<file path="config.mk">
export PLATFORM = sky130hd
export DESIGN_NAME = hsv_to_rgb_converter_top
export DESIGN_NICKNAME = d
export VERILOG_FILES = /design/src/rtl/hsv_pkg.sv /design/src/rtl/hsv_pipe_ctrl.sv /design/src/rtl/hsv_front.sv /design/src/rtl/hsv_frac_div.sv /design/src/rtl/hsv_chan_out.sv /design/src/rtl/hsv_to_rgb_converter_top.sv
export VERILOG_INCLUDE_DIRS = /design/src /design/src/rtl
export SDC_FILE = /design/constraint.sdc
export NUM_CORES = 2
export LEC_CHECK = 0
export BUFFER_PORTS_ARGS = -buffer_cell sky130_fd_sc_hd__buf_2
export CORE_MARGIN = 10
export CORE_UTILIZATION = 31
export CTS_CLUSTER_SIZE = 14
export DETAILED_ROUTE_END_ITERATION = 7
export PLACE_DENSITY = 0.51
export SETUP_SLACK_MARGIN = 0.4
export SYNTH_ARGS = -nofsm -noshare
export SYNTH_HDL_FRONTEND = slang
export SYNTH_HIERARCHICAL = 1
export SYNTH_SLANG_ARGS = --single-unit
</file>
<file path="constraint.sdc">
create_clock -name clk -period 10 [get_ports clk]
set_input_delay 2 -clock clk [delete_from_list [all_inputs] [get_ports clk]]
set_output_delay 2 -clock clk [all_outputs]
set_load 0.02 [all_outputs]
</file>
<file path="src/rtl/assert_macros.svh">
// ----------------------------------------------------------------------------
// assertion macros
// concurrent checks that compile away when SYNTH is defined
// ----------------------------------------------------------------------------
`ifndef ASSERT_MACROS_SVH
`define ASSERT_MACROS_SVH

`ifndef SYNTH

// antecedent implies consequent in the same cycle
`define ASSERT_SAME(label, clk, rst_n, ante, cons) \
  label: assert property (@(posedge clk) disable iff (!rst_n) (ante) |-> (cons)) \
    else $error("assertion failed in pipeline control");

// antecedent implies consequent in the next cycle
`define ASSERT_NEXT(label, clk, rst_n, ante, cons) \
  label: assert property (@(posedge clk) disable iff (!rst_n) (ante) |=> (cons)) \
    else $error("assertion failed in pipeline control");

`else

`define ASSERT_SAME(label, clk, rst_n, ante, cons)
`define ASSERT_NEXT(label, clk, rst_n, ante, cons)

`endif

`endif

</file>
<file path="src/rtl/hsv_pkg.sv">
// ----------------------------------------------------------------------------
// hsv_pkg
// shared types and constants of the hsv to rgb converter pipeline
// ----------------------------------------------------------------------------
`default_nettype none

package hsv_pkg;

  // channel format: unsigned fixed point, one = 1 << CHANNEL_FRAC_BITS
  localparam int CHANNEL_FRAC_BITS = 15;
  localparam int CHAN_W            = 16;
  localparam int CHAN_ONE          = 1 << CHANNEL_FRAC_BITS;

  // hue in 1/64 degree units
  localparam int HUE_W         = 16;
  localparam int HUE_FULL_TURN = 23040;
  localparam int HUE_SECTOR    = 3840;
  localparam int HMOD_W        = 15;
  localparam int REM_W         = 12;

  // sector size = 2^SECTOR_SH * SECTOR_ODD, division by the odd part by reciprocal
  localparam int SECTOR_SH   = 8;
  localparam int SECTOR_ODD  = 15;
  localparam int PROD_F_W    = CHAN_W + REM_W;
  localparam int Y_W         = 19;
  localparam int RECIP_SH    = 19;
  localparam int RECIP_W     = 16;
  localparam int RECIP_VAL   = (1 << RECIP_SH) / SECTOR_ODD;

  // pipeline stages
  localparam int NUM_STAGES = 7;
  localparam int STG_HUE    = 0;  // hue reduction and clamping
  localparam int STG_SECT   = 1;  // sector split and v(1-s)
  localparam int STG_SPROD  = 2;  // saturation times fraction
  localparam int STG_EST    = 3;  // reciprocal estimate
  localparam int STG_FIX    = 4;  // quotient correction
  localparam int STG_VMUL   = 5;  // v(1-sf) and v(1-s(1-f))
  localparam int STG_ROUTE  = 6;  // channel routing, output register

  // 60 degree sectors
  typedef enum logic [2:0] {
    SEC_RED     = 3'd0,
    SEC_YELLOW  = 3'd1,
    SEC_GREEN   = 3'd2,
    SEC_CYAN    = 3'd3,
    SEC_BLUE    = 3'd4,
    SEC_MAGENTA = 3'd5
  } sector_t;

  // stage load enables from the pipeline control
  typedef struct packed {
    logic [NUM_STAGES-1:0] load;
  } pipe_ctl_t;

endpackage

`default_nettype wire

</file>
<file path="src/rtl/hsv_pipe_ctrl.sv">
// ----------------------------------------------------------------------------
// hsv_pipe_ctrl
// valid bits and per-stage load enables, bubbles collapse under stall
// ----------------------------------------------------------------------------
`default_nettype none
`include "assert_macros.svh"

module hsv_pipe_ctrl
  import hsv_pkg::*;
(
  input  wire logic      clk,
  input  wire logic      rst_n,
  input  wire logic      in_valid,
  output logic           in_ready,
  output logic           out_valid,
  input  wire logic      out_ready,
  output pipe_ctl_t      ctl
);

  logic [NUM_STAGES-1:0] vld_r;
  logic [NUM_STAGES-1:0] vld_nxt;
  logic [NUM_STAGES:0]   rdy;
  logic [NUM_STAGES-1:0] vld_up;

  // a stage can take a transfer when empty or when it drains this cycle
  always_comb begin
    rdy[NUM_STAGES] = out_ready;
    for (int k = NUM_STAGES - 1; k >= 0; k--) begin
      rdy[k] = ~vld_r[k] | rdy[k+1];
    end
  end

  // valid of the stage upstream of each register
  assign vld_up = {vld_r[NUM_STAGES-2:0], in_valid};

  always_comb begin
    for (int k = 0; k < NUM_STAGES; k++) begin
      vld_nxt[k] = rdy[k] ? vld_up[k] : vld_r[k];
    end
  end

  always_ff @(posedge clk) begin
    if (!rst_n) begin
      vld_r <= '0;
    end else begin
      vld_r <= vld_nxt;
    end
  end

  // outputs
  assign ctl.load  = rdy[NUM_STAGES-1:0] & vld_up;
  assign in_ready  = rdy[0];
  assign out_valid = vld_r[NUM_STAGES-1];

  // input only stalls when every stage holds an item
  `ASSERT_SAME(a_stall_only_full, clk, rst_n, !rdy[0], &vld_r)
  // an accepted transfer lands in the first stage
  `ASSERT_NEXT(a_accept_lands, clk, rst_n, in_valid && rdy[0], vld_r[0])
  // a bubble behind a drained output reaches the output
  `ASSERT_NEXT(a_bubble_moves, clk, rst_n,
               out_ready && vld_r[NUM_STAGES-1] && !vld_r[NUM_STAGES-2],
               !vld_r[NUM_STAGES-1])

endmodule

`default_nettype wire

</file>
<file path="src/rtl/hsv_front.sv">
// ----------------------------------------------------------------------------
// hsv_front
// hue reduction modulo a full turn, clamping, sector split and v(1-s)
// ----------------------------------------------------------------------------
`default_nettype none

module hsv_front
  import hsv_pkg::*;
(
  input  wire logic                clk,
  input  wire pipe_ctl_t           ctl,
  input  wire logic [HUE_W-1:0]    hue,
  input  wire logic [CHAN_W-1:0]   saturation,
  input  wire logic [CHAN_W-1:0]   brightness,
  output sector_t                  sector,
  output logic [REM_W-1:0]         rem,
  output logic [CHAN_W-1:0]        sat,
  output logic [CHAN_W-1:0]        val,
  output logic [CHAN_W-1:0]        pv
);

  logic [HMOD_W-1:0]  h1_r, h1_nxt;
  logic [CHAN_W-1:0]  s1_r, s1_nxt;
  logic [CHAN_W-1:0]  v1_r, v1_nxt;
  logic [HUE_W-1:0]   hsub;

  sector_t            sec2_r, sec2_nxt;
  logic [REM_W-1:0]   rem2_r, rem2_nxt;
  logic [CHAN_W-1:0]  s2_r, v2_r, pv2_r, pv2_nxt;
  logic [HMOD_W-1:0]  rsub;
  logic [CHAN_W-1:0]  one_minus_s;
  logic [2*CHAN_W-1:0] pv_prod;

  // hue below three full turns: subtract zero, one or two turns
  always_comb begin
    if (hue >= HUE_W'(2 * HUE_FULL_TURN)) begin
      hsub = hue - HUE_W'(2 * HUE_FULL_TURN);
    end else if (hue >= HUE_W'(HUE_FULL_TURN)) begin
      hsub = hue - HUE_W'(HUE_FULL_TURN);
    end else begin
      hsub = hue;
    end
    h1_nxt = hsub[HMOD_W-1:0];
  end

  // saturation and value limited to one
  assign s1_nxt = (saturation > CHAN_W'(CHAN_ONE)) ? CHAN_W'(CHAN_ONE) : saturation;
  assign v1_nxt = (brightness > CHAN_W'(CHAN_ONE)) ? CHAN_W'(CHAN_ONE) : brightness;

  always_ff @(posedge clk) begin
    if (ctl.load[STG_HUE]) begin
      h1_r <= h1_nxt;
      s1_r <= s1_nxt;
      v1_r <= v1_nxt;
    end
  end

  // sector by threshold compare, remainder within the sector
  always_comb begin
    if (h1_r >= HMOD_W'(5 * HUE_SECTOR)) begin
      sec2_nxt = SEC_MAGENTA;
      rsub     = h1_r - HMOD_W'(5 * HUE_SECTOR);
    end else if (h1_r >= HMOD_W'(4 * HUE_SECTOR)) begin
      sec2_nxt = SEC_BLUE;
      rsub     = h1_r - HMOD_W'(4 * HUE_SECTOR);
    end else if (h1_r >= HMOD_W'(3 * HUE_SECTOR)) begin
      sec2_nxt = SEC_CYAN;
      rsub     = h1_r - HMOD_W'(3 * HUE_SECTOR);
    end else if (h1_r >= HMOD_W'(2 * HUE_SECTOR)) begin
      sec2_nxt = SEC_GREEN;
      rsub     = h1_r - HMOD_W'(2 * HUE_SECTOR);
    end else if (h1_r >= HMOD_W'(HUE_SECTOR)) begin
      sec2_nxt = SEC_YELLOW;
      rsub     = h1_r - HMOD_W'(HUE_SECTOR);
    end else begin
      sec2_nxt = SEC_RED;
      rsub     = h1_r;
    end
    rem2_nxt = rsub[REM_W-1:0];
  end

  // p = v(1-s), truncated
  assign one_minus_s = CHAN_W'(CHAN_ONE) - s1_r;
  assign pv_prod     = (2*CHAN_W)'(v1_r) * (2*CHAN_W)'(one_minus_s);
  assign pv2_nxt     = pv_prod[CHANNEL_FRAC_BITS +: CHAN_W];

  always_ff @(posedge clk) begin
    if (ctl.load[STG_SECT]) begin
      sec2_r <= sec2_nxt;
      rem2_r <= rem2_nxt;
      s2_r   <= s1_r;
      v2_r   <= v1_r;
      pv2_r  <= pv2_nxt;
    end
  end

  assign sector = sec2_r;
  assign rem    = rem2_r;
  assign sat    = s2_r;
  assign val    = v2_r;
  assign pv     = pv2_r;

endmodule

`default_nettype wire

</file>
<file path="src/rtl/hsv_frac_div.sv">
// ----------------------------------------------------------------------------
// hsv_frac_div
// sf = floor(s*r/3840) and sg = floor(s*(3840-r)/3840) over three stages
// ----------------------------------------------------------------------------
`default_nettype none

module hsv_frac_div
  import hsv_pkg::*;
(
  input  wire logic               clk,
  input  wire pipe_ctl_t          ctl,
  input  wire sector_t            sector_in,
  input  wire logic [REM_W-1:0]   rem,
  input  wire logic [CHAN_W-1:0]  sat,
  input  wire logic [CHAN_W-1:0]  val_in,
  input  wire logic [CHAN_W-1:0]  pv_in,
  output sector_t                 sector_out,
  output logic [CHAN_W-1:0]       val_out,
  output logic [CHAN_W-1:0]       pv_out,
  output logic [CHAN_W-1:0]       sf,
  output logic [CHAN_W-1:0]       sg
);

  localparam int EST_PROD_W = Y_W + RECIP_W;
  localparam int FIX_W      = Y_W + 1;

  // reciprocal estimate of y / SECTOR_ODD, low by at most one
  function automatic logic [RECIP_W-1:0] div_est(input logic [Y_W-1:0] y);
    logic [EST_PROD_W-1:0] prod;
    prod = EST_PROD_W'(y) * EST_PROD_W'(RECIP_VAL);
    return prod[RECIP_SH +: RECIP_W];
  endfunction

  // one compare and add corrects the estimate
  function automatic logic [CHAN_W-1:0] div_fix(input logic [Y_W-1:0] y,
                                                input logic [RECIP_W-1:0] est);
    logic [FIX_W-1:0] times15;
    logic [FIX_W-1:0] left;
    times15 = (FIX_W'(est) << 4) - FIX_W'(est);
    left    = FIX_W'(y) - times15;
    return (left >= FIX_W'(SECTOR_ODD)) ? CHAN_W'(est) + CHAN_W'(1) : CHAN_W'(est);
  endfunction

  logic [REM_W-1:0]     rem_c;
  logic [PROD_F_W-1:0]  prod_f, prod_g;

  logic [Y_W-1:0]       yf3_r, yg3_r;
  sector_t              sec3_r, sec4_r, sec5_r;
  logic [CHAN_W-1:0]    v3_r, v4_r, v5_r;
  logic [CHAN_W-1:0]    pv3_r, pv4_r, pv5_r;
  logic [Y_W-1:0]       yf4_r, yg4_r;
  logic [RECIP_W-1:0]   ef4_r, eg4_r;
  logic [CHAN_W-1:0]    sf5_r, sg5_r;

  // saturation times remainder and its complement, pre-shifted by the power of two
  assign rem_c  = REM_W'(HUE_SECTOR) - rem;
  assign prod_f = PROD_F_W'(sat) * PROD_F_W'(rem);
  assign prod_g = PROD_F_W'(sat) * PROD_F_W'(rem_c);

  always_ff @(posedge clk) begin
    if (ctl.load[STG_SPROD]) begin
      yf3_r  <= prod_f[SECTOR_SH +: Y_W];
      yg3_r  <= prod_g[SECTOR_SH +: Y_W];
      sec3_r <= sector_in;
      v3_r   <= val_in;
      pv3_r  <= pv_in;
    end
  end

  // reciprocal multiply
  always_ff @(posedge clk) begin
    if (ctl.load[STG_EST]) begin
      ef4_r  <= div_est(yf3_r);
      eg4_r  <= div_est(yg3_r);
      yf4_r  <= yf3_r;
      yg4_r  <= yg3_r;
      sec4_r <= sec3_r;
      v4_r   <= v3_r;
      pv4_r  <= pv3_r;
    end
  end

  // correction step
  always_ff @(posedge clk) begin
    if (ctl.load[STG_FIX]) begin
      sf5_r  <= div_fix(yf4_r, ef4_r);
      sg5_r  <= div_fix(yg4_r, eg4_r);
      sec5_r <= sec4_r;
      v5_r   <= v4_r;
      pv5_r  <= pv4_r;
    end
  end

  assign sector_out = sec5_r;
  assign val_out    = v5_r;
  assign pv_out     = pv5_r;
  assign sf         = sf5_r;
  assign sg         = sg5_r;

endmodule

`default_nettype wire

</file>
<file path="src/rtl/hsv_chan_out.sv">
// ----------------------------------------------------------------------------
// hsv_chan_out
// q = v(1-sf), t = v(1-sg) and routing of v, p, q, t by sector
// ----------------------------------------------------------------------------
`default_nettype none

module hsv_chan_out
  import hsv_pkg::*;
(
  input  wire logic               clk,
  input  wire pipe_ctl_t          ctl,
  input  wire sector_t            sector,
  input  wire logic [CHAN_W-1:0]  val,
  input  wire logic [CHAN_W-1:0]  pv,
  input  wire logic [CHAN_W-1:0]  sf,
  input  wire logic [CHAN_W-1:0]  sg,
  output logic [CHAN_W-1:0]       red,
  output logic [CHAN_W-1:0]       green,
  output logic [CHAN_W-1:0]       blue
);

  logic [CHAN_W-1:0]   one_minus_f, one_minus_g;
  logic [2*CHAN_W-1:0] q_prod, t_prod;

  sector_t             sec6_r;
  logic [CHAN_W-1:0]   v6_r, pv6_r, qv6_r, tv6_r;
  logic [CHAN_W-1:0]   red_r, green_r, blue_r;
  logic [CHAN_W-1:0]   red_nxt, green_nxt, blue_nxt;

  // value scaling, truncated
  assign one_minus_f = CHAN_W'(CHAN_ONE) - sf;
  assign one_minus_g = CHAN_W'(CHAN_ONE) - sg;
  assign q_prod      = (2*CHAN_W)'(val) * (2*CHAN_W)'(one_minus_f);
  assign t_prod      = (2*CHAN_W)'(val) * (2*CHAN_W)'(one_minus_g);

  always_ff @(posedge clk) begin
    if (ctl.load[STG_VMUL]) begin
      qv6_r  <= q_prod[CHANNEL_FRAC_BITS +: CHAN_W];
      tv6_r  <= t_prod[CHANNEL_FRAC_BITS +: CHAN_W];
      sec6_r <= sector;
      v6_r   <= val;
      pv6_r  <= pv;
    end
  end

  // sector routing; zero value and zero saturation fall out of the products
  always_comb begin
    case (sec6_r)
      SEC_RED: begin
        red_nxt = v6_r;  green_nxt = tv6_r; blue_nxt = pv6_r;
      end
      SEC_YELLOW: begin
        red_nxt = qv6_r; green_nxt = v6_r;  blue_nxt = pv6_r;
      end
      SEC_GREEN: begin
        red_nxt = pv6_r; green_nxt = v6_r;  blue_nxt = tv6_r;
      end
      SEC_CYAN: begin
        red_nxt = pv6_r; green_nxt = qv6_r; blue_nxt = v6_r;
      end
      SEC_BLUE: begin
        red_nxt = tv6_r; green_nxt = pv6_r; blue_nxt = v6_r;
      end
      default: begin
        red_nxt = v6_r;  green_nxt = pv6_r; blue_nxt = qv6_r;
      end
    endcase
  end

  // output register
  always_ff @(posedge clk) begin
    if (ctl.load[STG_ROUTE]) begin
      red_r   <= red_nxt;
      green_r <= green_nxt;
      blue_r  <= blue_nxt;
    end
  end

  assign red   = red_r;
  assign green = green_r;
  assign blue  = blue_r;

endmodule

`default_nettype wire

</file>
<file path="src/rtl/hsv_to_rgb_converter_top.sv">
// ----------------------------------------------------------------------------
// hsv_to_rgb_converter_top
// hsv to rgb colour conversion, seven stage pipeline, with no output stall, one pixel per clock
// ----------------------------------------------------------------------------
//  channel   direction  handshake            payload
//  in_*      slave      in_tvalid/in_tready  hue, saturation, brightness
//  out_*     master     out_tvalid/out_tready red, green, blue
//
//  one transfer is accepted every clock unless all stages are full and the output
//  stalls; an input transfer reaches output valid through the seven register stages
//  stages: hue reduce, sector split, s*f product, reciprocal estimate,
//  quotient fix, value multiply, routing into the output register
//  a stalled output holds the pipeline; empty stages still fill, so
//  in_tready only drops when all seven stages hold pixels
//  rst_n clears the valid bits only; payload registers are not reset
// ----------------------------------------------------------------------------
`default_nettype none

module hsv_to_rgb_converter_top
  import hsv_pkg::*;
(
  input  wire logic                clk,
  input  wire logic                rst_n,
  input  wire logic                in_tvalid,
  output logic                     in_tready,
  input  wire logic [3*CHAN_W-1:0] in_tdata,   // hue, saturation, brightness
  output logic                     out_tvalid,
  input  wire logic                out_tready,
  output logic [3*CHAN_W-1:0]      out_tdata   // red, green, blue
);

  pipe_ctl_t          ctl;
  sector_t            sec_a, sec_b;
  logic [REM_W-1:0]   rem_a;
  logic [CHAN_W-1:0]  sat_a, val_a, pv_a;
  logic [CHAN_W-1:0]  val_b, pv_b, sf_b, sg_b;
  logic [CHAN_W-1:0]  red, green, blue;

  // valid bits and stage enables
  hsv_pipe_ctrl u_ctrl (
    .clk       (clk),
    .rst_n     (rst_n),
    .in_valid  (in_tvalid),
    .in_ready  (in_tready),
    .out_valid (out_tvalid),
    .out_ready (out_tready),
    .ctl       (ctl)
  );

  // hue reduction, sector, v(1-s)
  hsv_front u_front (
    .clk        (clk),
    .ctl        (ctl),
    .hue        (in_tdata[0 +: HUE_W]),
    .saturation (in_tdata[CHAN_W +: CHAN_W]),
    .brightness (in_tdata[2*CHAN_W +: CHAN_W]),
    .sector     (sec_a),
    .rem        (rem_a),
    .sat        (sat_a),
    .val        (val_a),
    .pv         (pv_a)
  );

  // saturation fractions
  hsv_frac_div u_frac (
    .clk        (clk),
    .ctl        (ctl),
    .sector_in  (sec_a),
    .rem        (rem_a),
    .sat        (sat_a),
    .val_in     (val_a),
    .pv_in      (pv_a),
    .sector_out (sec_b),
    .val_out    (val_b),
    .pv_out     (pv_b),
    .sf         (sf_b),
    .sg         (sg_b)
  );

  // value multiply and routing
  hsv_chan_out u_out (
    .clk    (clk),
    .ctl    (ctl),
    .sector (sec_b),
    .val    (val_b),
    .pv     (pv_b),
    .sf     (sf_b),
    .sg     (sg_b),
    .red    (red),
    .green  (green),
    .blue   (blue)
  );

  assign out_tdata = {blue, green, red};

endmodule

`default_nettype wire
</file>
# After elaboration in Yosys (flattened, before gate mapping)
# Cells that the tools add are included.
# totals
regBits	477
input_bits	52
output_inout_bits	50
wordCells	117
# classes
add_sub_neg	17
multipliers	7
n_lt_le_gt_ge	11
eq_ne	4
mux	16
bitwise	15
n_reduce_logical	6
# op_table
operator	count
16-bit one-hot mux with 3 select lines	3
16-bit by 16-bit multiplier with 31-bit output	3
19-bit by 13-bit multiplier with 32-bit output (second input constant)	2
12-bit 2-to-1 mux	5
12-bit subtractor (second input constant)	5
16-bit by 12-bit multiplier with 27-bit output	2
16-bit subtractor (first input constant)	3
20-bit by 4-bit >= comparator with 1-bit output (second input constant)	2
19-bit by 20-bit subtractor with 20-bit output	2
20-bit by 16-bit subtractor with 20-bit output	2
16-bit by 1-bit adder with 16-bit output (second input constant)	2
16-bit > comparator (second input constant)	2
16-bit 2-to-1 mux	2
15-bit by 14-bit >= comparator with 1-bit output (second input constant)	2
15-bit 2-to-1 mux	2
16-bit by 15-bit >= comparator with 1-bit output (second input constant)	1
16-bit >= comparator (second input constant)	1
15-bit by 12-bit >= comparator with 1-bit output (second input constant)	1
15-bit by 13-bit >= comparator with 1-bit output (second input constant)	1
15-bit >= comparator (second input constant)	1
15-bit by 14-bit subtractor with 15-bit output (second input constant)	1
15-bit subtractor (second input constant)	1
12-bit subtractor (first input constant)	1
2-bit OR reduction	5
9 further kinds	24

# Longest topological paths before layout
# logic_depth
word_depth	9
depth_mapped	29
ltp_nobuf	27

# By module
# Netlist, hierarchy kept.
# modules_own_cells
module	n_inst	cells_each	area_each_um2	seq_area_each_um2
hsv_frac_div	1	2628	26835.7	7357.1
hsv_chan_out	1	2365	22162.5	3453.3
hsv_front	1	1215	12603.3	3303.2
hsv_pipe_ctrl	1	33	316.6	140.1

# Worst setup path after synthesis
# OpenSTA, ideal clock, no wires.
# synth_path
path_kind	input to register
start	input out_tready
end	register u_frac.ef4_r[0] (enable)
setup_ns	0.730
t_arrival_ns	9.813
t_required_ns	9.270
setup_slack_ns	-0.542
stages	2
n_path_buf	0
path_cell_list	and4b_4 > a21boi_0
# synth_rtl
item	line_no	source
from (decl)	hsv_to_rgb_converter_top.sv:28	input wire logic out_tready,
to (signal assigned)	hsv_frac_div.sv:73	ef4_r <= div_est(yf3_r);
to (decl)	hsv_frac_div.sv:52	logic [RECIP_W-1:0] ef4_r, eg4_r;

# Final worst setup path
# layout_path
start	register u_frac.sg5_r[0], in the netlist u_frac/sg[0]
end	register u_out.tv6_r[12] (data pin)
# layout_via
elab_chain_cells	2
# layout_rtl
item	line_no	source
from (decl)	hsv_frac_div.sv:53	logic [CHAN_W-1:0] sf5_r, sg5_r;
from (signal assigned)	hsv_frac_div.sv:87	sg5_r <= div_fix(yg4_r, eg4_r);
16-bit subtractor	hsv_chan_out.sv:32	assign one_minus_g = CHAN_W'(CHAN_ONE) - sg;
16-bit by 16-bit multiplier with 31-bit output	hsv_chan_out.sv:34	assign t_prod = (2*CHAN_W)'(val) * (2*CHAN_W)'(one_minus_g);
via u_out.t_prod[27]	hsv_chan_out.sv:23	logic [2*CHAN_W-1:0] q_prod, t_prod;
to (signal assigned)	hsv_chan_out.sv:39	tv6_r <= t_prod[CHANNEL_FRAC_BITS +: CHAN_W];
to (decl)	hsv_chan_out.sv:26	logic [CHAN_W-1:0] v6_r, pv6_r, qv6_r, tv6_r;
# The timed path passes the listed nets, and every way through them passes these cells.
# A chain may end at the register's enable or synchronous reset.

==> reports/summary.txt <==
vias in the first global route - 45,300
initial drt markers - 2,294
I/O pin cnt - 102
met1 wire length - 72,600 um
Core Footprint - 198,000 um^2
net load switching power - 9.36 mW
commonest non-fill, non-tap cell in the layout - inv_1
Slew @ Worst Pin - 1.15 ns
effective utilization at floorplan - 31.3%
grt ovf - 0
worst-skew pair later-pin latency - 0.69 ns
Worst R2R Path Depth - 25
Port Buf Inserts - 101
final WL - 155,000 um
synth top area cells - fa_1 29%, edfxtp_1 23%, ha_1 13%, inv_1 8.0%, and2_1 5.1%
Netlist cell types - 100
Switching Fraction - 47.7%
Mapped Cells - 6,241
fin area - 67,500 um^2
HPWL after DPL - 119,000 um
hold buffer count at CTS - 0
ANT nets after route - 0
status - finished clean
standard-cell rows - 163
Critical Path Stages - 25
die area - 218,000 um^2
CP endpoint kind - flop
most frequent cells in the layout - 1,325 x inv_1, 910 x fa_1, 761 x nand2_1
crit-path leading delay family - adder cells
Clock transition at path regs - 0.07 ns
Reg power frac - 17.2%
# resized after CTS - 0
Comb power frac - 72.2%
clock skew - 0.0445 ns
max_slew headroom - 22.9%
DRC violations left - 0
RSZ-0062 raised after global routing - no
Num CTS Buffers - 56
register bit total from synthesis - 477
Setup crit start kind - flop
Peak supply drop - 0.655 mV
Mapped Area - 61,900 um^2
YS warnings - 6
placed cell area - 65,600 um^2
vias per cell - 4.70
max-cap violations - 0
metal2 WL - 70,700 um
FMAX - 124 MHz
Clk pwr share - 10.5%
Int Pwr - 10.3 mW
Die Ht - 467 um
largest net degree at the start of global routing - 77
fillers - 20,100
area share of the largest cell type after synthesis - 29.4%
CTS tree - done
fraction of registers with async set or reset after synthesis - 0%
Seq/Total Area, Yosys - 23.0%
WL per Instance - 17.4 um
Top FF cell, synth - edfxtp_1
met3 routed WL - 8600 um
Final GP Congestion - 0.840
vias - 42,000
Final period util - 80.7%
Synth Area per Inst - 9.92 um^2
H-Tree Depth - 2
post-synthesis net count - 7,843
Worst Path Buf+Inv - 4
kind of critical path - reg -> reg
leak pwr - 31.2 nW
Post-CTS Setup Inserts - 0
Slowest-stage cell, CP - edfxtp_1
Final setup viols - 0
Fin. Hold Viols - 0
Power Density - 291 nW/um^2
Synth area leader - fa_1
worst-path maximum fanout - 17
layout cells sized above 1 - 6.15%
CP Data Arrival Time - 8.62 ns
hold depth - 0
CP Data Required Time - 10.55 ns
first drt pass iteration count - 6
clk buf depth - 3
Slew Viols, Final - 0
final net count - 7,851
Root Buffer - clkbuf_16
Global Route Usage Sum - 14.4%
Layout area overhead - 9.05%
Worst path max stage delay - 0.77 ns
Hold WC Path Type - reg -> reg
initial antenna violation count - 7
number of flops mapped to enable cells by yosys - 470
crit path time final - 8.07 ns
Sink Count - 477
first-pass GRT wire length - 253,000 um
most used cell, CP - fa_1
DR top layer - met4
setup TNS - 0 ns
Die W - 467 um
==> power groups by stage <==
stage	logic, mW	clock network [mW]	registers, mW
finish	14.2	2.07	3.39
global route	16.5	2.23	3.41
CTS	14.3	2.15	3.39
detailed placement	14.2	0	3.43
global placement	14.0	0	3.43
floorplan	10.7	0	3.25
==> worst reg2reg max path: stages, from the launching register on <==
cell       delay, ns
edfxtp_1        0.77
inv_1           0.10
ha_1            0.26
nand2_1         0.12
or2_2           0.17
nand2b_1        0.15
nor2_1          0.08
xnor2_2         0.74
nand2_1         0.19
fa_1            0.57
inv_1           0.05
fa_1            0.47
fa_1            0.52
fa_1            0.51
fa_1            0.55
inv_1           0.05
fa_1            0.53
inv_1           0.05
ha_1            0.30
nand3_1         0.12
a2111oi_0       0.44
o311ai_1        0.30
a21oi_1         0.30
nor2_1          0.15
or3_1           0.38
nand3_1         0.09
==> flip-flops by register name, summed over array words and instances (netlist names), 19 cells and up <==
signal        cells
u_frac/yf3_r     19
u_frac/yg3_r     19
u_frac/yf4_r     19
u_frac/yg4_r     19
==> Yosys cell counts, drive strengths merged, types with 29 or more instances <==
master,instances
inv,1325
fa,910
nand2,764
ha,640
and2,504
edfxtp,470
clkbuf,199
xnor2,159
nor2,148
a21oi,146
o21ai,126
nor2b,81
nor3,63
xor2,60
nand3,59
mux2i,53
a21o,49
a211oi,42
mux2,34
buf,33
and3,32
nand4,30
o21a,29
==> layer usage <==
metal  track usage (%)  vias to the layer above
li1                  -                    19700
met1              20.0                    21200
met2              23.4                      883
met3              2.47                      198
met4              3.28                        0
met5                 0                        -
==> kinds of logic after synthesis <==
family	synth area share [%]
fa+ha+maj	42.4
compound gates	6.09
xor+xnor	3.16
flops	23.0
mux	1.48
buf+inv	9.51
simple gates	14.4
==> through the flow <==
| step | util, % | hold WS [ns] | setup slack, ns | power, mW | instances |
|---|---|---|---|---|---|
| floorplan | - | 0.400 | 2.23 | 14.0 | 6241 |
| global placement | 33.1 | 0.402 | 2.06 | 17.4 | 8831 |
| detailed placement | 33.1 | 0.405 | 1.87 | 17.6 | 8831 |
| CTS | 34.1 | 0.382 | 1.89 | 19.8 | 8936 |
| global route | 34.1 | 0.382 | 1.45 | 22.1 | 8937 |
| finish | 34.1 | 0.390 | 1.93 | 19.6 | 8940 |
==> worst paths after layout <==
check	endpoint	slack [ns]	from
min reg2reg	u_frac/v3_r[15]	0.39	u_front/val[15]
min	u_frac/v3_r[15]	0.39	u_front/val[15]
max reg2reg	u_out/tv6_r[12]	1.93	u_frac/sg[0]
max	u_out/tv6_r[12]	1.93	u_frac/sg[0]
==> layout make-up <==
class / count / area, um^2 / area share, %
diodes: 4 / 10.0 / 0.0148
clock buffers: 73 / 1550 / 2.29
clock inverters: 32 / 333 / 0.493
inverters: 1325 / 4970 / 7.37
multi-input cells: 4207 / 42000 / 62.2
flip-flops and latches: 477 / 14300 / 21.1
well taps: 2640 / 3300 / 4.89
repair buffers: 182 / 1110 / 1.65
Power figures use the tool's default switching activity.
